==> src/pwmp_pkg.sv <==
`timescale 1ns / 1ps

package pwmp_pkg;

	// Bitmap sizing
	localparam int unsigned MAX_PIECES   = 32768;
	localparam int unsigned BITMAP_BYTES = (MAX_PIECES + 7) / 8;
	localparam int unsigned BM_AW        = (BITMAP_BYTES > 1) ? $clog2(BITMAP_BYTES) : 1;
	localparam int unsigned BOUND_W      = $clog2(MAX_PIECES + 1);

	// Front-to-back queue
	localparam int unsigned FIFO_DEPTH = 4;
	localparam int unsigned FIFO_AW    = $clog2(FIFO_DEPTH);

	localparam logic [15:0] NUM_PIECES_RST = 16'd32768;

	// Payload layout
	localparam int unsigned FIELD_BYTES  = 4;
	localparam logic [31:0] HAVE_PAYLOAD = 32'(FIELD_BYTES);
	localparam logic [31:0] REQ_PAYLOAD  = 32'(3 * FIELD_BYTES);

	// Message ids on the wire
	localparam logic [7:0] ID_CHOKE      = 8'd0;
	localparam logic [7:0] ID_UNCHOKE    = 8'd1;
	localparam logic [7:0] ID_INTERESTED = 8'd2;
	localparam logic [7:0] ID_NOT_INT    = 8'd3;
	localparam logic [7:0] ID_HAVE       = 8'd4;
	localparam logic [7:0] ID_BITFIELD   = 8'd5;
	localparam logic [7:0] ID_REQUEST    = 8'd6;
	localparam logic [7:0] ID_PIECE      = 8'd7;
	localparam logic [7:0] ID_CANCEL     = 8'd8;

	// Reported message kinds
	localparam logic [3:0] KIND_CHOKE      = 4'd0;
	localparam logic [3:0] KIND_UNCHOKE    = 4'd1;
	localparam logic [3:0] KIND_INTERESTED = 4'd2;
	localparam logic [3:0] KIND_NOT_INT    = 4'd3;
	localparam logic [3:0] KIND_HAVE       = 4'd4;
	localparam logic [3:0] KIND_BITFIELD   = 4'd5;
	localparam logic [3:0] KIND_REQUEST    = 4'd6;
	localparam logic [3:0] KIND_KEEPALIVE  = 4'd9;
	localparam logic [3:0] KIND_UNKNOWN    = 4'd10;

	// Result status
	localparam logic [1:0] ST_OK       = 2'd0;
	localparam logic [1:0] ST_SHORT    = 2'd1;
	localparam logic [1:0] ST_RANGE    = 2'd2;
	localparam logic [1:0] ST_OVERFLOW = 2'd3;

	// One queue entry: an optional bitmap byte write (bitfield payload),
	// an optional result, and for an accepted have a bit-set on the bitmap.
	typedef struct packed {
		logic             wr;
		logic             res;
		logic             set;
		logic [BM_AW-1:0] addr;
		logic [7:0]       data;
		logic [3:0]       kind;
		logic [1:0]       status;
		logic [31:0]      idx;
		logic [31:0]      beg;
		logic [31:0]      len;
	} cmd_t;

endpackage

==> src/pwmp_front.sv <==
`timescale 1ns / 1ps

module pwmp_front (
	input  logic                  clk,
	input  logic                  arst_n,
	input  logic                  cfg_we,
	input  logic [15:0]           cfg_wdata,
	input  logic                  accept,
	input  logic [7:0]            data_byte,
	output logic                  push,
	output pwmp_pkg::cmd_t        cmd
);

	typedef enum logic [2:0] {
		PH_LEN     = 3'b001,
		PH_ID      = 3'b010,
		PH_PAYLOAD = 3'b100
	} phase_t;

	phase_t      phase_q, ph_nx;
	logic [1:0]  len_cnt_q, lc_nx;
	logic [31:0] msg_len_q, ml_nx;
	logic [7:0]  msg_id_q, id_nx;
	logic [31:0] pos_q, pos_nx;
	logic [31:0] fa_q, fb_q, fc_q, fa_nx, fb_nx, fc_nx;
	logic        ovf_q, ovf_nx;
	logic [15:0] num_pieces_q;

	logic [pwmp_pkg::BOUND_W-1:0] bound, cap;
	logic [31:0] payload;
	logic        fin;
	logic [7:0]  fin_id;

	// effective piece bound and bitmap byte capacity
	always_comb begin
		if (32'(num_pieces_q) > 32'(pwmp_pkg::MAX_PIECES))
			bound = pwmp_pkg::BOUND_W'(pwmp_pkg::MAX_PIECES);
		else
			bound = pwmp_pkg::BOUND_W'(num_pieces_q);
		cap = pwmp_pkg::BOUND_W'((33'(bound) + 33'd7) >> 3);
	end

	assign payload = msg_len_q - 32'd1;

	// deframer
	always_comb begin
		ph_nx  = phase_q;
		lc_nx  = len_cnt_q;
		ml_nx  = msg_len_q;
		id_nx  = msg_id_q;
		pos_nx = pos_q;
		fa_nx  = fa_q;
		fb_nx  = fb_q;
		fc_nx  = fc_q;
		ovf_nx = ovf_q;
		fin    = 1'b0;
		fin_id = msg_id_q;
		cmd    = '0;

		unique case (phase_q)
			PH_LEN: begin
				ml_nx = {msg_len_q[23:0], data_byte};
				if (len_cnt_q == 2'd3) begin
					lc_nx = 2'd0;
					if (ml_nx == 32'd0) begin
						cmd.res    = 1'b1;
						cmd.kind   = pwmp_pkg::KIND_KEEPALIVE;
						cmd.status = pwmp_pkg::ST_OK;
					end else begin
						ph_nx = PH_ID;
					end
				end else begin
					lc_nx = len_cnt_q + 2'd1;
				end
			end
			PH_ID: begin
				id_nx  = data_byte;
				fin_id = data_byte;
				fa_nx  = '0;
				fb_nx  = '0;
				fc_nx  = '0;
				ovf_nx = 1'b0;
				pos_nx = '0;
				if (msg_len_q == 32'd1) begin
					fin   = 1'b1;
					ph_nx = PH_LEN;
				end else begin
					ph_nx = PH_PAYLOAD;
				end
			end
			PH_PAYLOAD: begin
				if (msg_id_q == pwmp_pkg::ID_HAVE || msg_id_q == pwmp_pkg::ID_REQUEST) begin
					if (pos_q < 32'(pwmp_pkg::FIELD_BYTES))
						fa_nx = {fa_q[23:0], data_byte};
					else if (pos_q < 32'(2 * pwmp_pkg::FIELD_BYTES))
						fb_nx = {fb_q[23:0], data_byte};
					else if (pos_q < 32'(3 * pwmp_pkg::FIELD_BYTES))
						fc_nx = {fc_q[23:0], data_byte};
				end else if (msg_id_q == pwmp_pkg::ID_BITFIELD) begin
					if (pos_q < 32'(cap) && pos_q < 32'(pwmp_pkg::BITMAP_BYTES)) begin
						cmd.wr   = 1'b1;
						cmd.addr = pos_q[pwmp_pkg::BM_AW-1:0];
						cmd.data = data_byte;
					end else begin
						ovf_nx = 1'b1;
					end
				end
				pos_nx = pos_q + 32'd1;
				if (pos_q + 32'd2 == msg_len_q) begin
					fin   = 1'b1;
					ph_nx = PH_LEN;
				end
			end
			default: begin
				ph_nx = PH_LEN;
			end
		endcase

		// classify the finished message
		if (fin) begin
			cmd.res    = 1'b1;
			cmd.kind   = 4'(fin_id);
			cmd.status = pwmp_pkg::ST_OK;
			unique case (fin_id) inside
				pwmp_pkg::ID_HAVE: begin
					if (payload < pwmp_pkg::HAVE_PAYLOAD) begin
						cmd.status = pwmp_pkg::ST_SHORT;
					end else begin
						cmd.idx = fa_nx;
						if (fa_nx >= 32'(bound)) begin
							cmd.status = pwmp_pkg::ST_RANGE;
						end else begin
							cmd.set  = 1'b1;
							cmd.addr = fa_nx[pwmp_pkg::BM_AW+2:3];
							cmd.data = 8'h80 >> fa_nx[2:0];
						end
					end
				end
				pwmp_pkg::ID_BITFIELD: begin
					if (ovf_nx)
						cmd.status = pwmp_pkg::ST_OVERFLOW;
				end
				pwmp_pkg::ID_REQUEST: begin
					if (payload < pwmp_pkg::REQ_PAYLOAD) begin
						cmd.status = pwmp_pkg::ST_SHORT;
					end else begin
						cmd.idx = fa_nx;
						cmd.beg = fb_nx;
						cmd.len = fc_nx;
						if (fa_nx >= 32'(bound))
							cmd.status = pwmp_pkg::ST_RANGE;
					end
				end
				pwmp_pkg::ID_CHOKE, pwmp_pkg::ID_UNCHOKE, pwmp_pkg::ID_INTERESTED,
				pwmp_pkg::ID_NOT_INT, pwmp_pkg::ID_PIECE, pwmp_pkg::ID_CANCEL: begin
				end
				default: begin
					cmd.kind = pwmp_pkg::KIND_UNKNOWN;
				end
			endcase
		end
	end

	assign push = accept && (cmd.wr || cmd.res);

	always_ff @(posedge clk or negedge arst_n) begin
		if (!arst_n) begin
			phase_q      <= PH_LEN;
			len_cnt_q    <= '0;
			msg_len_q    <= '0;
			msg_id_q     <= '0;
			pos_q        <= '0;
			fa_q         <= '0;
			fb_q         <= '0;
			fc_q         <= '0;
			ovf_q        <= 1'b0;
			num_pieces_q <= pwmp_pkg::NUM_PIECES_RST;
		end else begin
			if (cfg_we)
				num_pieces_q <= cfg_wdata;
			if (accept) begin
				phase_q   <= ph_nx;
				len_cnt_q <= lc_nx;
				msg_len_q <= ml_nx;
				msg_id_q  <= id_nx;
				pos_q     <= pos_nx;
				fa_q      <= fa_nx;
				fb_q      <= fb_nx;
				fc_q      <= fc_nx;
				ovf_q     <= ovf_nx;
			end
		end
	end

endmodule

==> src/pwmp_fifo.sv <==
`timescale 1ns / 1ps

module pwmp_fifo (
	input  logic           clk,
	input  logic           arst_n,
	input  logic           push,
	input  pwmp_pkg::cmd_t push_data,
	input  logic           pop,
	output pwmp_pkg::cmd_t pop_data,
	output logic           full,
	output logic           empty
);

	pwmp_pkg::cmd_t                 entry_q [pwmp_pkg::FIFO_DEPTH];
	logic [pwmp_pkg::FIFO_AW-1:0]   wr_ptr_q, rd_ptr_q;
	logic [pwmp_pkg::FIFO_AW:0]     count_q;

	localparam logic [pwmp_pkg::FIFO_AW-1:0] LAST = pwmp_pkg::FIFO_AW'(pwmp_pkg::FIFO_DEPTH - 1);
	localparam logic [pwmp_pkg::FIFO_AW:0]   DEPTH_C = (pwmp_pkg::FIFO_AW + 1)'(pwmp_pkg::FIFO_DEPTH);

	assign full     = (count_q == DEPTH_C);
	assign empty    = (count_q == '0);
	assign pop_data = entry_q[rd_ptr_q];

	always_ff @(posedge clk) begin
		if (push)
			entry_q[wr_ptr_q] <= push_data;
	end

	always_ff @(posedge clk or negedge arst_n) begin
		if (!arst_n) begin
			wr_ptr_q <= '0;
			rd_ptr_q <= '0;
			count_q  <= '0;
		end else begin
			if (push)
				wr_ptr_q <= (wr_ptr_q == LAST) ? '0 : wr_ptr_q + 1'b1;
			if (pop)
				rd_ptr_q <= (rd_ptr_q == LAST) ? '0 : rd_ptr_q + 1'b1;
			if (push && !pop)
				count_q <= count_q + 1'b1;
			else if (pop && !push)
				count_q <= count_q - 1'b1;
		end
	end

endmodule

==> src/pwmp_back.sv <==
`timescale 1ns / 1ps

module pwmp_back (
	input  logic           clk,
	input  logic           arst_n,
	input  logic           cmd_valid,
	input  pwmp_pkg::cmd_t cmd,
	output logic           pop,
	output logic           running,
	output logic           out_valid,
	input  logic           out_ready,
	output logic [3:0]     msg_kind,
	output logic [1:0]     status,
	output logic           peer_choking_now,
	output logic           peer_interested_now,
	output logic [31:0]    piece_idx,
	output logic [31:0]    block_begin,
	output logic [31:0]    block_length
);

	typedef enum logic [2:0] {
		BK_CLEAR = 3'b001,
		BK_RUN   = 3'b010,
		BK_RMW   = 3'b100
	} bk_state_t;

	localparam logic [pwmp_pkg::BM_AW-1:0] LAST_ADDR =
		pwmp_pkg::BM_AW'(pwmp_pkg::BITMAP_BYTES - 1);

	bk_state_t state_q, state_nx;
	logic [pwmp_pkg::BM_AW-1:0] clr_addr_q;
	logic [pwmp_pkg::BM_AW-1:0] rmw_addr_q;
	logic [7:0]                 rmw_mask_q;
	logic [7:0]                 rd_q;
	logic [7:0]                 bitmap [pwmp_pkg::BITMAP_BYTES];

	logic                       mem_we, mem_re;
	logic [pwmp_pkg::BM_AW-1:0] mem_waddr;
	logic [7:0]                 mem_wdata;

	logic choking_q, interested_q, choking_nx, interested_nx;
	logic out_valid_q;

	assign running = (state_q != BK_CLEAR);
	assign pop = (state_q == BK_RUN) && cmd_valid && (!cmd.res || !out_valid_q || out_ready);
	assign mem_re = pop && cmd.set;

	always_comb begin
		state_nx  = state_q;
		mem_we    = 1'b0;
		mem_waddr = cmd.addr;
		mem_wdata = cmd.data;
		unique case (state_q)
			BK_CLEAR: begin
				mem_we    = 1'b1;
				mem_waddr = clr_addr_q;
				mem_wdata = '0;
				if (clr_addr_q == LAST_ADDR)
					state_nx = BK_RUN;
			end
			BK_RUN: begin
				mem_we = pop && cmd.wr;
				if (pop && cmd.set)
					state_nx = BK_RMW;
			end
			BK_RMW: begin
				mem_we    = 1'b1;
				mem_waddr = rmw_addr_q;
				mem_wdata = rd_q | rmw_mask_q;
				state_nx  = BK_RUN;
			end
			default: begin
				state_nx = BK_CLEAR;
			end
		endcase
	end

	// peer flags after this message
	always_comb begin
		choking_nx    = choking_q;
		interested_nx = interested_q;
		if (pop && cmd.res) begin
			unique case (cmd.kind)
				pwmp_pkg::KIND_CHOKE:      choking_nx    = 1'b1;
				pwmp_pkg::KIND_UNCHOKE:    choking_nx    = 1'b0;
				pwmp_pkg::KIND_INTERESTED: interested_nx = 1'b1;
				pwmp_pkg::KIND_NOT_INT:    interested_nx = 1'b0;
				default: begin
				end
			endcase
		end
	end

	// peer bitmap
	always_ff @(posedge clk) begin
		if (mem_we)
			bitmap[mem_waddr] <= mem_wdata;
		if (mem_re)
			rd_q <= bitmap[cmd.addr];
	end

	always_ff @(posedge clk) begin
		if (mem_re) begin
			rmw_addr_q <= cmd.addr;
			rmw_mask_q <= cmd.data;
		end
		if (pop && cmd.res) begin
			msg_kind            <= cmd.kind;
			status              <= cmd.status;
			peer_choking_now    <= choking_nx;
			peer_interested_now <= interested_nx;
			piece_idx           <= cmd.idx;
			block_begin         <= cmd.beg;
			block_length        <= cmd.len;
		end
	end

	always_ff @(posedge clk or negedge arst_n) begin
		if (!arst_n) begin
			state_q      <= BK_CLEAR;
			clr_addr_q   <= '0;
			choking_q    <= 1'b1;
			interested_q <= 1'b0;
			out_valid_q  <= 1'b0;
		end else begin
			state_q      <= state_nx;
			choking_q    <= choking_nx;
			interested_q <= interested_nx;
			if (state_q == BK_CLEAR)
				clr_addr_q <= clr_addr_q + 1'b1;
			if (pop && cmd.res)
				out_valid_q <= 1'b1;
			else if (out_ready)
				out_valid_q <= 1'b0;
		end
	end

	assign out_valid = out_valid_q;

endmodule

==> src/peer_wire_message_parser_top.sv <==
`timescale 1ns / 1ps
// Peer-wire message parser: deframes length-prefixed peer messages from a
// received byte stream and reports one result transaction per message.
// Input channel: data_byte with in_valid/in_ready, one byte per transaction.
// Output channel: msg_kind, status, flags and the request/have fields with
// out_valid/out_ready, one transaction per completed message (keep-alive too).
// Config: cfg_we/cfg_wdata write num_pieces; write it only while idle.
// Throughput: one byte per cycle sustained while in_ready is high. A have
// message makes the back end do a bitmap read-modify-write before its next pop,
// absorbed by the 4-entry command queue since a have spans at least nine bytes.
// Result path: the message's last byte is written into the queue, then the
// result register is loaded and out_valid rises; a back end busy with a have or
// a result still held for out_ready can delay the second step.
// Reset: flags go to choking / not interested; the 4096-byte peer bitmap is
// then cleared one byte per cycle, with in_ready low.
// Output stall: the result register holds while out_ready is low; the queue
// keeps filling and in_ready drops only when it is full.
module peer_wire_message_parser_top (
	input  logic        clk,
	input  logic        arst_n,
	input  logic        cfg_we,
	input  logic [15:0] cfg_wdata,
	input  logic        in_valid,
	output logic        in_ready,
	input  logic [7:0]  data_byte,
	output logic        out_valid,
	input  logic        out_ready,
	output logic [3:0]  msg_kind,
	output logic [1:0]  status,
	output logic        peer_choking_now,
	output logic        peer_interested_now,
	output logic [31:0] piece_idx,
	output logic [31:0] block_begin,
	output logic [31:0] block_length
);

	pwmp_pkg::cmd_t front_cmd, back_cmd;
	logic push, pop, q_full, q_empty, running, accept;

	// front takes a byte whenever the bitmap is cleared and the queue has room
	assign in_ready = running && !q_full;
	assign accept   = in_valid && in_ready;

	pwmp_front u_front (
		.clk       (clk),
		.arst_n    (arst_n),
		.cfg_we    (cfg_we),
		.cfg_wdata (cfg_wdata),
		.accept    (accept),
		.data_byte (data_byte),
		.push      (push),
		.cmd       (front_cmd)
	);

	pwmp_fifo u_fifo (
		.clk       (clk),
		.arst_n    (arst_n),
		.push      (push),
		.push_data (front_cmd),
		.pop       (pop),
		.pop_data  (back_cmd),
		.full      (q_full),
		.empty     (q_empty)
	);

	pwmp_back u_back (
		.clk                 (clk),
		.arst_n              (arst_n),
		.cmd_valid           (!q_empty),
		.cmd                 (back_cmd),
		.pop                 (pop),
		.running             (running),
		.out_valid           (out_valid),
		.out_ready           (out_ready),
		.msg_kind            (msg_kind),
		.status              (status),
		.peer_choking_now    (peer_choking_now),
		.peer_interested_now (peer_interested_now),
		.piece_idx           (piece_idx),
		.block_begin         (block_begin),
		.block_length        (block_length)
	);

endmodule

==> config.mk <==
export PLATFORM = sky130hd
export DESIGN_NAME = peer_wire_message_parser_top
export DESIGN_NICKNAME = d
export VERILOG_FILES = /design/src/pwmp_pkg.sv /design/src/pwmp_front.sv /design/src/pwmp_fifo.sv /design/src/pwmp_back.sv /design/src/peer_wire_message_parser_top.sv
export SDC_FILE = /design/constraint.sdc
export NUM_CORES = 1
export LEC_CHECK = 0
export BUFFER_PORTS_ARGS = -buffer_cell sky130_fd_sc_hd__buf_2
export CORE_MARGIN = 2
export CORE_UTILIZATION = 45
export CTS_CLUSTER_DIAMETER = 150
export CTS_CLUSTER_SIZE = 30
export DETAILED_ROUTE_END_ITERATION = 6
export GPL_ROUTABILITY_DRIVEN = 0
export PLACE_DENSITY = 0.58
export RECOVER_POWER = 50
export SYNTH_ARGS = -nofsm -noshare
export SYNTH_HDL_FRONTEND = slang
export SYNTH_SLANG_ARGS = --single-unit
export TNS_END_PERCENT = 50
==> constraint.sdc <==
create_clock -name clk -period 8 [get_ports clk]
set_clock_uncertainty 0.1 [all_clocks]
set_input_delay 0.8 -clock clk [delete_from_list [all_inputs] [get_ports clk]]
set_output_delay 0.8 -clock clk [all_outputs]
set_load 0.03 [all_outputs]
======== Word level (Yosys, flattened, before mapping) ========
Memories as Yosys holds them, arrays and structs flattened.
Cells that the tools add are included.
word-level totals
  flip-flop bits (word level) ............. 319
  RAM bits ................................ 500
  bits of input ports ..................... 29
  output and inout port bits .............. 106
  word-level logic and storage cells ...... 182
  memories ................................ 1
cells by class
  add/subtract/negate cells ............... 10
  $lt $le $gt $ge ......................... 9
  equal/unequal tests ..................... 33
  shift-type cells ........................ 1
  muxes and demuxes ....................... 71
  reduce and logical (&&, ||, !) cells .... 32
memory list
  name            words  bits a word  read ports  clocked after Yosys merged registers in  write ports  RTL line         source
  u_fifo.entry_q  4      125          1           0                                        1            pwmp_fifo.sv:14  pwmp_pkg::cmd_t entry_q [pwmp_pkg::FIFO_DEPTH];
operator list
  operator                                                                         count
  32-bit two-way mux                                                               10
  32-bit one-hot mux with 2 select lines                                           5
  124-bit two-way mux                                                              1
  32-bit by 4-bit less-than comparator with 1-bit output (second input constant)   3
  96-bit two-way mux                                                               1
  20-bit two-way mux                                                               4
  32-bit by 3-bit less-than comparator with 1-bit output (second input constant)   2
  64-bit two-way mux                                                               1
  21-bit two-way mux                                                               3
  8-bit by 3-bit equality test with 1-bit output (second input constant)           7
  32-bit by 1-bit adder with 32-bit output (second input constant)                 1
  32-bit by 2-bit adder with 32-bit output (second input constant)                 1
  32-bit by 1-bit equality test with 1-bit output (second input constant)          1
  32-bit equality test                                                             1
  32-bit by 16-bit greater-or-equal comparator with 1-bit output                   1
  32-bit logical NOT                                                               1
  32-bit by 13-bit less-than comparator with 1-bit output (second input constant)  1
  32-bit by 16-bit less-than comparator with 1-bit output                          1
  32-bit by 1-bit subtractor with 32-bit output (second input constant)            1
  3-bit two-way mux                                                                8
  1-bit two-way mux                                                                18
  6-bit two-way mux                                                                3
  3-bit one-hot mux with 3 select lines                                            2
  16-bit by 3-bit adder with 17-bit output (second input constant)                 1
  other kinds (35)                                                                 78

======== Depth between registers and ports, before layout ========
Gate-level depths: netlist (run 1).
  word-level depth ........................ 19
  mapped depth ............................ 21

======== By module ========
Synthesis (run 1) repeated with hierarchy kept, for this count alone.
unflattened totals
  cell total of the unflattened synthesis .. 2383
  area total of the unflattened synthesis .. 35246.3 um^2
modules (own cells, without submodules)
  module                        times used  cells each  area each (um^2)  sequential area each (um^2)
  pwmp_fifo                     1           690         18407.7           15189.6
  pwmp_front                    1           1507        12809.8           4757.1
  pwmp_back                     1           183         4010.1            3575.9
  peer_wire_message_parser_top  1           3           18.8              0.0

======== Worst setup path after synthesis (run 1) ========
Ideal clock, no wire load.
  path kind ............................... flip-flop to flip-flop
  from .................................... register u_front.num_pieces_q[2]
  to ...................................... memory u_fifo.entry_q[0][0] (netlist bit), enable pin
  data arrival time ....................... 5.791 ns
  required time ........................... 7.425 ns
  setup slack ............................. 1.634 ns
  stages on the path, launching flop included .. 16
  buffers on the path ..................... 1
  path through ............................ dfrtp_1 -> nor3_1 -> nand4_1 -> o41ai_1 -> clkbuf_1 -> inv_1 -> or2_2 -> ha_1 -> a21o_1 -> a21o_1 -> a21oi_1 -> nand2_1 -> o21ai_0 -> and3_1 -> o31a_1 -> and2_1
between the ends
  word-level cells in the longest chain between the ends .. 13
RTL lines
  item                                                       RTL line                            source
  start: declaration                                         pwmp_front.sv:27                    logic [15:0] num_pieces_q;
  start signal: assignment                                   pwmp_front.sv:177                   num_pieces_q <= pwmp_pkg::NUM_PIECES_RST;
  start signal: assignment                                   pwmp_front.sv:180                   num_pieces_q <= cfg_wdata;
  16-bit > comparator                                        pwmp_front.sv:36                    if (32'(num_pieces_q) > 32'(pwmp_pkg::MAX_PIECES))
  16-bit two-way mux *                                       pwmp_front.sv:36
  16-bit by 3-bit adder with 17-bit output *                 pwmp_front.sv:40                    cap = pwmp_pkg::BOUND_W'((33'(bound) + 33'd7) >> 3);
  32-bit by 16-bit less-than comparator with 1-bit output *  pwmp_front.sv:100                   if (pos_q < 32'(cap) && pos_q < 32'(pwmp_pkg::BITMAP_BYTES)) begin
  1-bit logical AND *                                        pwmp_front.sv:100
  1-bit two-way mux *                                        pwmp_front.sv:100
  1-bit two-way mux *                                        pwmp_front.sv:99                    end else if (msg_id_q == pwmp_pkg::ID_BITFIELD) begin
  1-bit two-way mux *                                        pwmp_front.sv:92                    if (msg_id_q == pwmp_pkg::ID_HAVE || msg_id_q == pwmp_pkg::ID_REQUEST) begin
  1-bit two-way mux *                                        pwmp_front.sv:60                    unique case (phase_q)
  1-bit logical OR *                                         pwmp_front.sv:164                   assign push = accept && (cmd.wr || cmd.res);
  1-bit logical AND *                                        pwmp_front.sv:164
  net push                                                   peer_wire_message_parser_top.sv:38  logic push, pop, q_full, q_empty, running, accept;
  1-bit two-way mux *                                        pwmp_fifo.sv:26                     if (push)
  1-bit two-way mux (not written as such) *                  pwmp_fifo.sv:27                     entry_q[wr_ptr_q] <= push_data;
  end: declaration                                           pwmp_fifo.sv:14
The timed path passes the listed nets; every way through them passes the cells marked *.

======== Final worst setup path (run 1) ========
  from .................................... register u_front.pos_q[2]
  to ...................................... memory u_fifo.entry_q[3][93] (netlist bit), enable pin
between the ends
  word-level cells in the longest chain between the ends .. 10
  elaborated cells between the ends (all ways) .. 16
  classes of those cells .................. add/sub (1); order compare (2); eq/ne (1); mux (9); reduce/logical (3)
RTL lines
  item                                                                              RTL line                            source
  start: declaration                                                                pwmp_front.sv:24                    logic [31:0] pos_q, pos_nx;
  start signal: assignment                                                          pwmp_front.sv:186                   pos_q <= pos_nx;
  branches (longest 6 deep; another with 32-bit by 2-bit adder with 32-bit output)  --
  1-bit logical OR *                                                                pwmp_front.sv:164
  1-bit logical AND *                                                               pwmp_front.sv:164
  net push                                                                          peer_wire_message_parser_top.sv:38
  1-bit two-way mux *                                                               pwmp_fifo.sv:26
  1-bit two-way mux (not written as such) *                                         pwmp_fifo.sv:27
Mark *: on every way through the listed nets, which the timed path passes.

==> results.md, run 1 <==
* WP data arrival at 6490 ps
* CTS tree: done
* PortBufs at 134
* Syn Inst Count at 1978
* # setup viols final at 0
* Critical path type: reg -> reg
* Library cells used by synthesis at 70
* Crit path capture: u_fifo.entry_q[3][93]
* Initial Util at 0.455
* Ys async rst share at 0.293
* Critical path depth at 10
* CTS resizes at 0
* Post-DRT Antenna Nets at 0
* Failing checks: max-capacitance violations, max-slew violations
* Number of global-route vias before repair at 17200
* Cts hold-fix bufs at 0
* First-pass GRT wire length at 106 mm
* Die Y at 265 µm
* CTS root buf: clkbuf_16
* Initial antenna violation count at 0
* Cell chain of the critical path: ha_1, nand3_1, nor4_1, nand4_1, a22oi_1, nand4_1, nor4_1, o31a_1, and2_4, buf_4
* Fmax at 0.158 GHz
* Status: complete, but fails checks
* Total Neg Setup Slack at 0 ps
* Critical path buffers and inverters at 1
* Num ports at 135
* Largest buffer count on any clock path at 3
* CP Launch Type: flip-flop
* Final Power at 8.24 mW
* Type of the worst min-delay path: in -> async
* Top_reg_cell synth: edfxtp_1
* Yosys warning count at 0
* Leakage at 11.8 nW
* Final hold vios at 0
* Final Cycle Share at 0.792
* DP HPWL at 43.8 mm
* Largest net degree at the start of global routing at 105
* Rel. slew slack at -1.79
* Crit-path max FO at 55
* Seq cells post-synth at 735
* Syn nets at 2047
* Worst-path clk slew at 120 ps
* Max Slew Vio Count at 421
* Data required time of the worst path at 8160 ps
* Reg2reg setup slack at 1670 ps
* Post-CTS Setup Bufs at 0
* Total Wirelength at 68.7 mm
* Sequential area share after synthesis at 0.686
* GRT overflow at 0
* RSZ-0062 raised after global routing: false
* Critical Path End Type: flip-flop
* P&R area growth vs syn at 7.19%
* FF-to-FF path depth at 10
* CP max stage cell: nor4_1
* Placeable Area at 67300 µm²
* Crit-path leading delay family: simple AND/OR/NAND/NOR gates
* Total track usage at 0.195
* Max VDD drop at 160 µV
* CTS Buf Count at 28
* Initial DRC Count at 1717
* P per Cell Area at 251 nW/µm²
* Tightest Pin Transition at 4190 ps
* FF-to-FF Start: u_front.pos_q[2]
* Pre-antenna DRT Iters at 6
* Via-per-instance ratio at 5.87
* Min cycle time layout at 6330 ps
* Row cnt at 95
* Worst-Skew Late Latency at 620 ps
* Via count at 17300
* Synthesized cell area at 30600 µm²
* Fin nets at 2111
* Avg Inst Size Synth at 15.5 µm²
* Setup crit start: u_front.pos_q[2]
* Layout Utilization at 0.488
* Post-synth EDFFs at 520
* Clk sinks at 735
* Max incr delay on CP at 1120 ps
* Layout cells sized above 1 at 0.125
* Max Cap Violations at 10
* Htree depth at 1
* Die ar. at 70200 µm²
* R2R Path End: u_fifo.entry_q[3][93]
* Die width at 265 µm
* DRC at 0
* WL per Instance at 23.4 µm
[synthesized netlist by cell type, types with 5 or more instances]
library cell	instances	area (µm²)
a21o_1	11	82.6
a21oi_1	61	305
a22o_1	112	981
a22oi_1	51	383
a31oi_1	5	31.3
and2_1	11	68.8
and3_1	13	81.3
buf_1	19	71.3
buf_2	5	25.0
clkbuf_1	103	387
dfrtp_1	211	5280
edfxtp_1	520	15600
ha_1	39	488
inv_1	20	75.1
mux2_2	58	653
mux4_2	103	2320
nand2_1	113	424
nand2b_1	13	81.3
nand3_1	54	270
nand3b_1	5	37.5
nand4_1	39	244
nor2_1	124	465
nor2b_1	25	156
nor3_1	22	110
nor3b_1	6	45.0
nor4_1	21	131
o211ai_1	6	45.0
o21a_1	6	45.0
o21ai_0	32	160
or3_1	10	62.6
or4_1	10	75.1
xnor2_1	49	429
xor2_1	42	368
[power breakdown]
part	switching, mW	internal, mW
clock network	1.12	0.699
registers	0.336	4.35
logic	0.909	0.836
[state kept, by name, indices dropped and copies added (netlist names), 16 cells and up]
signal                flops
u_front.pos_q            32
u_back.piece_idx         32
u_back.block_begin       32
u_front.fb_q             32
u_back.block_length      32
u_fifo.entry_q          416
u_front.fc_q             32
u_front.num_pieces_q     16
u_front.msg_len_q        32
u_front.fa_q             32
[layer usage]
metal | part of all wire | GRT usage | vias up
met5 | 0 | 0 | -
met4 | 0.022 | 0.0443 | 0
met3 | 0.054 | 0.0225 | 80
met2 | 0.48 | 0.315 | 515
met1 | 0.45 | 0.287 | 8931
li1 | - | - | 7729
[worst register-to-register path, cell delays in order, from the launching register on]
cell and delay (ps):
dfrtp_1 610, ha_1 370, nand3_1 220, nor4_1 1090
nand4_1 190, a22oi_1 230, nand4_1 140, nor4_1 1120
o31a_1 490, and2_4 810, buf_4 580
[area by class of cell]
type	instances	area [µm²]
well taps	873	1090
multi-input cells	1096	9090
repair buffers	161	746
inverters	20	76.3
clock inverters	1	16.3
fillers	5787	34400
diodes	1	2.50
flip-flops and latches	735	21000
clock buffers	51	808
[worst min path at each step]
stage	to	start
after CTS	u_front.msg_len_q[13]	arst_n
after detailed placement	u_back.clr_addr_q[5]	u_back.clr_addr_q[5]
after global placement	u_back.clr_addr_q[5]	u_back.clr_addr_q[5]
after global routing	u_front.msg_len_q[31]	arst_n
after floorplan	u_back.clr_addr_q[5]	u_back.clr_addr_q[5]
final	u_front.msg_len_q[24]	arst_n
[cell usage in the layout, fill, tap and decap left out, types with 29 or more instances in the layout]
cell type and n:
a22oi_1 51, nand2_1 113, mux2_2 58, mux4_2 103, xor2_1 42, clkbuf_16 29
nor2_1 122, dfrtp_1 210, o21ai_0 32, nand4_1 39, clkbuf_1 140, ha_1 39
xnor2_1 49, edfxtp_1 520, nand3_1 54, a22o_1 112, a21oi_1 61
[kinds of logic (layout without fill, tap and decap cells)]
family / after synthesis / after routing / share of synthesized area
DFF: 735 / 735 / 0.686
adders and majority gates: 40 / 40 / 0.0166
other: 1 / 2 / 0.000122
AOI/OAI and AO/OA: 313 / 313 / 0.0746
xor gates and xnor gates: 92 / 92 / 0.0268
buffers and inverters: 147 / 233 / 0.0182
and+or+nand+nor: 486 / 486 / 0.0801
muxes: 164 / 164 / 0.0980
[per-stage QoR]
step	setup slack [ps]	cells	area [µm²]	hold slack, ps
4_1_cts	2270	2937	33000	138
5_1_grt	931	2937	32800	163
2_1_floorplan	1630	1978	30600	334
3_3_place_gp	2350	2885	32200	350
3_5_place_dp	2300	2885	32200	357
6_report	1670	2938	32800	98.6
No activity file was read; power rests on OpenSTA's default activity.
==> inputs of run 2 (changes only) <==
--- a/config.mk
+++ b/config.mk
@@ -12,7 +12,7 @@
 export CTS_CLUSTER_SIZE = 30
 export DETAILED_ROUTE_END_ITERATION = 6
 export GPL_ROUTABILITY_DRIVEN = 0
-export PLACE_DENSITY = 0.58
+export PLACE_DENSITY = 0.61
 export RECOVER_POWER = 50
 export SYNTH_ARGS = -nofsm -noshare
 export SYNTH_HDL_FRONTEND = slang
==> constraint.sdc (replaced) <==
create_clock -name clk -period 5.6 [get_ports clk]
set_clock_uncertainty 0.1 [all_clocks]
set_input_delay 0.56 -clock clk [delete_from_list [all_inputs] [get_ports clk]]
set_output_delay 0.56 -clock clk [all_outputs]
set_load 0.03 [all_outputs]
==> run 2 against run 1 <==
Effect of this change: the flow still finishes with violations (max-capacitance violations, max-slew violations); global-route usage shrank 0.37 points; combinational power increased by 50%; first-iteration DRC count shrank 9.8%; utilization rose by 0.26 points; routed wire length down 1.5%; sequential share of layout area shrank 0.35 points; clock power rose by 41%; register-to-register slack worse by 1200 ps; cell count rose by 0.24%; critical endpoint is now u_fifo.count_q[2]; highest routed layer is now met5.
==> results.md, run 2 (same netlist as run 1, synthesis figures left out) <==
* CTS root buf: clkbuf_16
* Via-per-instance ratio at 5.86
* WL per Instance at 23.0 µm
* Die width at 265 µm
* Number of global-route vias before repair at 17200
* # diodes at 0
* Die ar. at 70200 µm²
* Tightest Pin Transition at 2360 ps
* Critical path buffers and inverters at 2
* Max Slew Vio Count at 444
* PortBufs at 134
* Worst-Skew Late Latency at 620 ps
* Largest buffer count on any clock path at 3
* Cell chain of the critical path: nor4b_1, nand4_1, o41ai_2, buf_4, nand4_1, nor2_1, nand2_1, xor2_1, or2_2, ha_1, a21o_1, a21oi_1, o21a_1, and3_1, o31a_1, ha_1, inv_1, fa_1, xor2_1, nor2_1, xor2_1
* Pre-antenna DRT Iters at 5
* Failing checks: max-capacitance violations, max-slew violations
* P per Cell Area at 359 nW/µm²
* Total Neg Setup Slack at 0 ps
* Commonest non-fill, non-tap cell in the layout: edfxtp_1
* Type of the worst min-delay path: in -> reg
* Final hold vios at 0
* Post-DRT Antenna Nets at 0
* Worst-path clk slew at 120 ps
* RSZ-0062 raised after global routing: false
* CTS tree: done
* Htree depth at 1
* Via count at 17200
* Critical Path End Type: flip-flop
* Max incr delay on CP at 610 ps
* Status: complete, but fails checks
* Biggest register: u_fifo.entry_q
* Fin nets at 2119
* # setup viols final at 0
* Final Cycle Share at 0.922
* Fmax at 0.194 GHz
* CP max stage cell: dfstp_1
* CTS Buf Count at 28
* Initial antenna violation count at 2
* Rel. slew slack at -0.572
* Initial DRC Count at 1548
* Filler cells at 5733
* Max reg flops at 416
* Largest net degree at the start of global routing at 128
* CP Launch Type: flip-flop
* Layout cells sized above 1 at 0.131
* Die Y at 265 µm
* DP HPWL at 44.4 mm
* WP data arrival at 5600 ps
* Max Cap Violations at 7
* DRC at 0
* Leakage at 11.9 nW
* Initial Util at 0.455
* WHS at 78.2 ps
* Total Wirelength at 67.6 mm
* Data required time of the worst path at 6040 ps
* GRT overflow at 0
* Row cnt at 95
* Final Power at 11.8 mW
* Max VDD drop at 269 µV
* Crit-path leading delay family: simple AND/OR/NAND/NOR gates
* P&R area growth vs syn at 7.76%
* Min cycle time layout at 5170 ps
* Total track usage at 0.192
* Num ports at 135
* First-pass GRT wire length at 105 mm
* Clk sinks at 735
* Critical path type: reg -> reg
* Crit-path max FO at 12
* CP most frequent cell: xor2_1
* Placeable Area at 67300 µm²
* Commonest cells after routing, fill and taps aside: edfxtp_1 (520), dfrtp_1 (211), clkbuf_1 (131)
-- run 2: area by class of cell --
type / count / area [µm²] / share of cell area
flip-flops and latches: 735 / 21000 / 0.636
multi-input cells: 1096 / 9100 / 0.276
well taps: 873 / 1090 / 0.0331
repair buffers: 169 / 911 / 0.0276
clock buffers: 51 / 808 / 0.0245
inverters: 20 / 75.1 / 0.00227
clock inverters: 1 / 16.3 / 0.000493
-- run 2: final timing paths --
path	from	end	slack, ps	cells past startpoint
max	u_front.num_pieces_q[15]	u_fifo.count_q[2]	430	21
min	cfg_wdata[11]	u_front.num_pieces_q[11]	80	3
max reg2reg	u_front.num_pieces_q[15]	u_fifo.count_q[2]	430	21
min reg2reg	u_back.clr_addr_q[5]	u_back.clr_addr_q[5]	370	1
max in group asynchronous	arst_n	u_front.num_pieces_q[5]	1360	3
min in group asynchronous	arst_n	u_front.fc_q[19]	1060	2
-- run 2: worst min-delay path: cells and delay by family --
kind,cells,cell delay (ps)
compound gates,1,60
simple gates,1,50
buf+inv,1,90
-- run 2: metal layers --
| layer | routed length, µm | vias to the layer above | part of all wire | track usage |
|---|---|---|---|---|
| met4 | 1320 | 2 | 0.020 | 0.0382 |
| li1 | - | 7748 | - | - |
| met1 | 30800 | 8992 | 0.46 | 0.285 |
| met3 | 3000 | 75 | 0.044 | 0.0193 |
| met5 | 13 | - | 0.00019 | 0 |
| met2 | 32500 | 428 | 0.48 | 0.310 |
-- run 2: power by group --
| part | total (mW) | switching (mW) | internal, mW | leakage (nW) |
|---|---|---|---|---|
| registers | 6.64 | 0.424 | 6.22 | 7.94 |
| logic | 2.63 | 1.38 | 1.26 | 3.54 |
| clock network | 2.56 | 1.56 | 0.999 | 0.391 |
-- run 2: repair_timing --
item	CTS	global route
endpoints found under the hold margin	86	0
endpoints found under the setup margin	0	5
buffers inserted	0	0
hold buffers	1	0
resized for setup	0	2
-- run 2: through the flow --
stage | worst slack [ps] | area (µm²) | instances | util
after floorplan | -765 | 30600 | 1978 | -
after global placement | 640 | 32400 | 2892 | 0.481
after detailed placement | 424 | 32400 | 2892 | 0.481
after CTS | 404 | 33200 | 2945 | 0.494
after global routing | 58.5 | 33000 | 2945 | 0.491
final | 435 | 33000 | 2945 | 0.491
==> inputs of run 3 (changes only) <==
--- a/config.mk
+++ b/config.mk
@@ -6,13 +6,15 @@
 export NUM_CORES = 1
 export LEC_CHECK = 0
 export BUFFER_PORTS_ARGS = -buffer_cell sky130_fd_sc_hd__buf_2
+export CELL_PAD_IN_SITES_DETAIL_PLACEMENT = 1
+export CELL_PAD_IN_SITES_GLOBAL_PLACEMENT = 2
 export CORE_MARGIN = 2
-export CORE_UTILIZATION = 45
+export CORE_UTILIZATION = 41
 export CTS_CLUSTER_DIAMETER = 150
 export CTS_CLUSTER_SIZE = 30
 export DETAILED_ROUTE_END_ITERATION = 6
 export GPL_ROUTABILITY_DRIVEN = 0
-export PLACE_DENSITY = 0.61
+export PLACE_DENSITY = 0.72
 export RECOVER_POWER = 50
 export SYNTH_ARGS = -nofsm -noshare
 export SYNTH_HDL_FRONTEND = slang
==> run 3 against run 2 <==
Effect of this change: the run still ends with max-capacitance violations, max-slew violations left; critical endpoint is now u_fifo.entry_q[3][122]; critical path type unchanged; design area grew 0.78%; maximum frequency grew 1.1%; setup slack better by 56 ps; cell count is 3.9% higher; register-to-register slack better by 60 ps.
==> results.md, run 3 (same netlist as run 1, synthesis figures left out) <==
* Layout cells sized above 1 at 0.137
* WHS at 47.6 ps
* Initial antenna violation count at 3
* Clk pwr share at 0.218
* Initial Util at 0.413
* Number of global-route vias before repair at 18500
* R2R Path End: u_fifo.entry_q[3][122]
* Dpl cells at 3006
* CTS tree: done
* Failing checks: max-capacitance violations, max-slew violations
* Final non-filler cell total at 3059
* Crit-path max FO at 33
* Largest net degree at the start of global routing at 131
* Reg power frac at 0.562
* Post-DRT Antenna Nets at 0
* Row cnt at 100
* Fmax at 0.196 GHz
* Int Power at 8.42 mW
* CTS Buf Count at 28
* Largest buffer count on any clock path at 3
* Post-CTS Setup Bufs at 0
* RSZ-0062 raised after global routing: false
* WL per Instance at 24.3 µm
* Fin nets at 2137
* Die width at 277 µm
* Cell chain of the critical path: nor4_1, nand4_1, nor4_2, nor4b_1, buf_4, a22o_1, ha_1, and3_1, a2111o_1, a31oi_1, o21ai_0, a211oi_1, nand3_1, nor3_1
* CP max stage cell: dfrtp_1
* Type of the worst min-delay path: in -> reg
* PortBufs at 134
* P per Cell Area at 356 nW/µm²
* GRT overflow at 0
* Biggest register: u_fifo.entry_q
* Critical path type: reg -> reg
* FF-to-FF Start: u_front.pos_q[18]
* Final Cycle Share at 0.912
* CTS root buf: clkbuf_16
* Net Sw Power at 3.43 mW
* Initial DRC Count at 1483
* Rel. slew slack at -1.26
* DRC at 0
* Placeable Area at 74200 µm²
* Switching Fraction at 0.289
* Num ports at 135
* Commonest cells after routing, fill and taps aside: edfxtp_1 (520), dfrtp_1 (210), clkbuf_1 (135)
* Tightest Pin Transition at 3400 ps
* WP data arrival at 5420 ps
* Setup crit start: u_front.pos_q[18]
* Die Y at 277 µm
* Max VDD drop at 255 µV
* Leakage at 11.9 nW
* P&R area growth vs syn at 8.61%
* Reg2reg setup slack at 490 ps
* Final hold vios at 0
* Clk sinks at 735
* Commonest non-fill, non-tap cell in the layout: edfxtp_1
* Pre-antenna DRT Iters at 5
* # setup viols final at 0
* DP HPWL at 49.5 mm
* Combinational Power Share at 0.220
* Via count at 17400
* Worst-Skew Late Latency at 650 ps
* Data required time of the worst path at 5920 ps
* First-pass GRT wire length at 116 mm
* FF-to-FF path depth at 14
* Via-per-instance ratio at 5.68
* CP Launch Type: flip-flop
* Status: complete, but fails checks
* Total track usage at 0.195
* Crit path capture: u_fifo.entry_q[3][122]
* Critical Path End Type: flip-flop
* Max Cap Violations at 7
* Min cycle time layout at 5110 ps
* Die ar. at 76900 µm²
* Worst-path clk slew at 120 ps
* Max Slew Vio Count at 352
* Total Wirelength at 74.2 mm
* Htree depth at 1
* # diodes at 0
* Final Power at 11.9 mW
* Max incr delay on CP at 510 ps
* Max reg flops at 416
==> run 3: per-layer routing <==
layer | global-route usage | part of all wire | vias to the layer above
met2 | 0.321 | 0.48 | 332
li1 | - | - | 7783
met3 | 0.0200 | 0.038 | 75
met4 | 0.0365 | 0.018 | 2
met5 | 0 | 0.00018 | -
met1 | 0.283 | 0.46 | 9169
==> run 3: worst min path at each step <==
stage	from	end	slack (ps)	cells past startpoint
2_1_floorplan	arst_n	u_back.clr_addr_q[0]	160	0
5_1_grt	cfg_wdata[0]	u_front.num_pieces_q[0]	30	2
3_3_place_gp	u_back.clr_addr_q[7]	u_back.clr_addr_q[7]	350	1
4_1_cts	cfg_wdata[9]	u_front.num_pieces_q[9]	0.5	2
6_report	cfg_wdata[9]	u_front.num_pieces_q[9]	50	2
3_5_place_dp	u_back.clr_addr_q[5]	u_back.clr_addr_q[5]	350	1
==> run 3: through the flow <==
stage / setup TNS (ps) / utilization / area, µm² / setup WS, ps
floorplan: -159210 / - / 30600 / -765
global placement: 0 / 0.440 / 32700 / 597
detailed placement: 0 / 0.440 / 32700 / 372
CTS: 0 / 0.451 / 33500 / 336
global route: 0 / 0.448 / 33300 / 11.4
finish: 0 / 0.448 / 33300 / 491
==> run 3: final cells by class <==
type | count | area [µm²]
Fill cell | 7337 | 40900
Tap cell | 969 | 1210
Timing Repair Buffer | 187 | 1070
Multi-Input combinational cell | 1096 | 9090
Sequential cell | 735 | 21000
Clock buffer | 50 | 783
Clock inverter | 2 | 32.5
Inverter | 20 | 75.1
==> run 3: power by group through the flow <==
stage                     combinational (mW)  sequential, mW  clock [mW]
after CTS                               2.69            6.67        2.70
after detailed placement                2.68            6.79           0
after floorplan                         1.85            6.72           0
after global routing                    2.85            6.73        2.85
final                                   2.61            6.66        2.59
after global placement                  2.64            6.77           0
==> run 3: worst max-delay path, delay by kind of cell (launching register included) <==
| kind | cells | cell delay [ps] |
|---|---|---|
| AOI/OAI and AO/OA | 5 | 1410 |
| buffers and inverters | 1 | 440 |
| DFF | 1 | 510 |
| and+or+nand+nor | 7 | 2190 |
| adders and majority gates | 1 | 250 |
==> run 3: what timing repair did <==
action                                  CTS  global route
endpoints found under the setup margin    0            11
hold buffers                              1             0
hold endpoints to repair                 68             0
resized for setup                         0             2
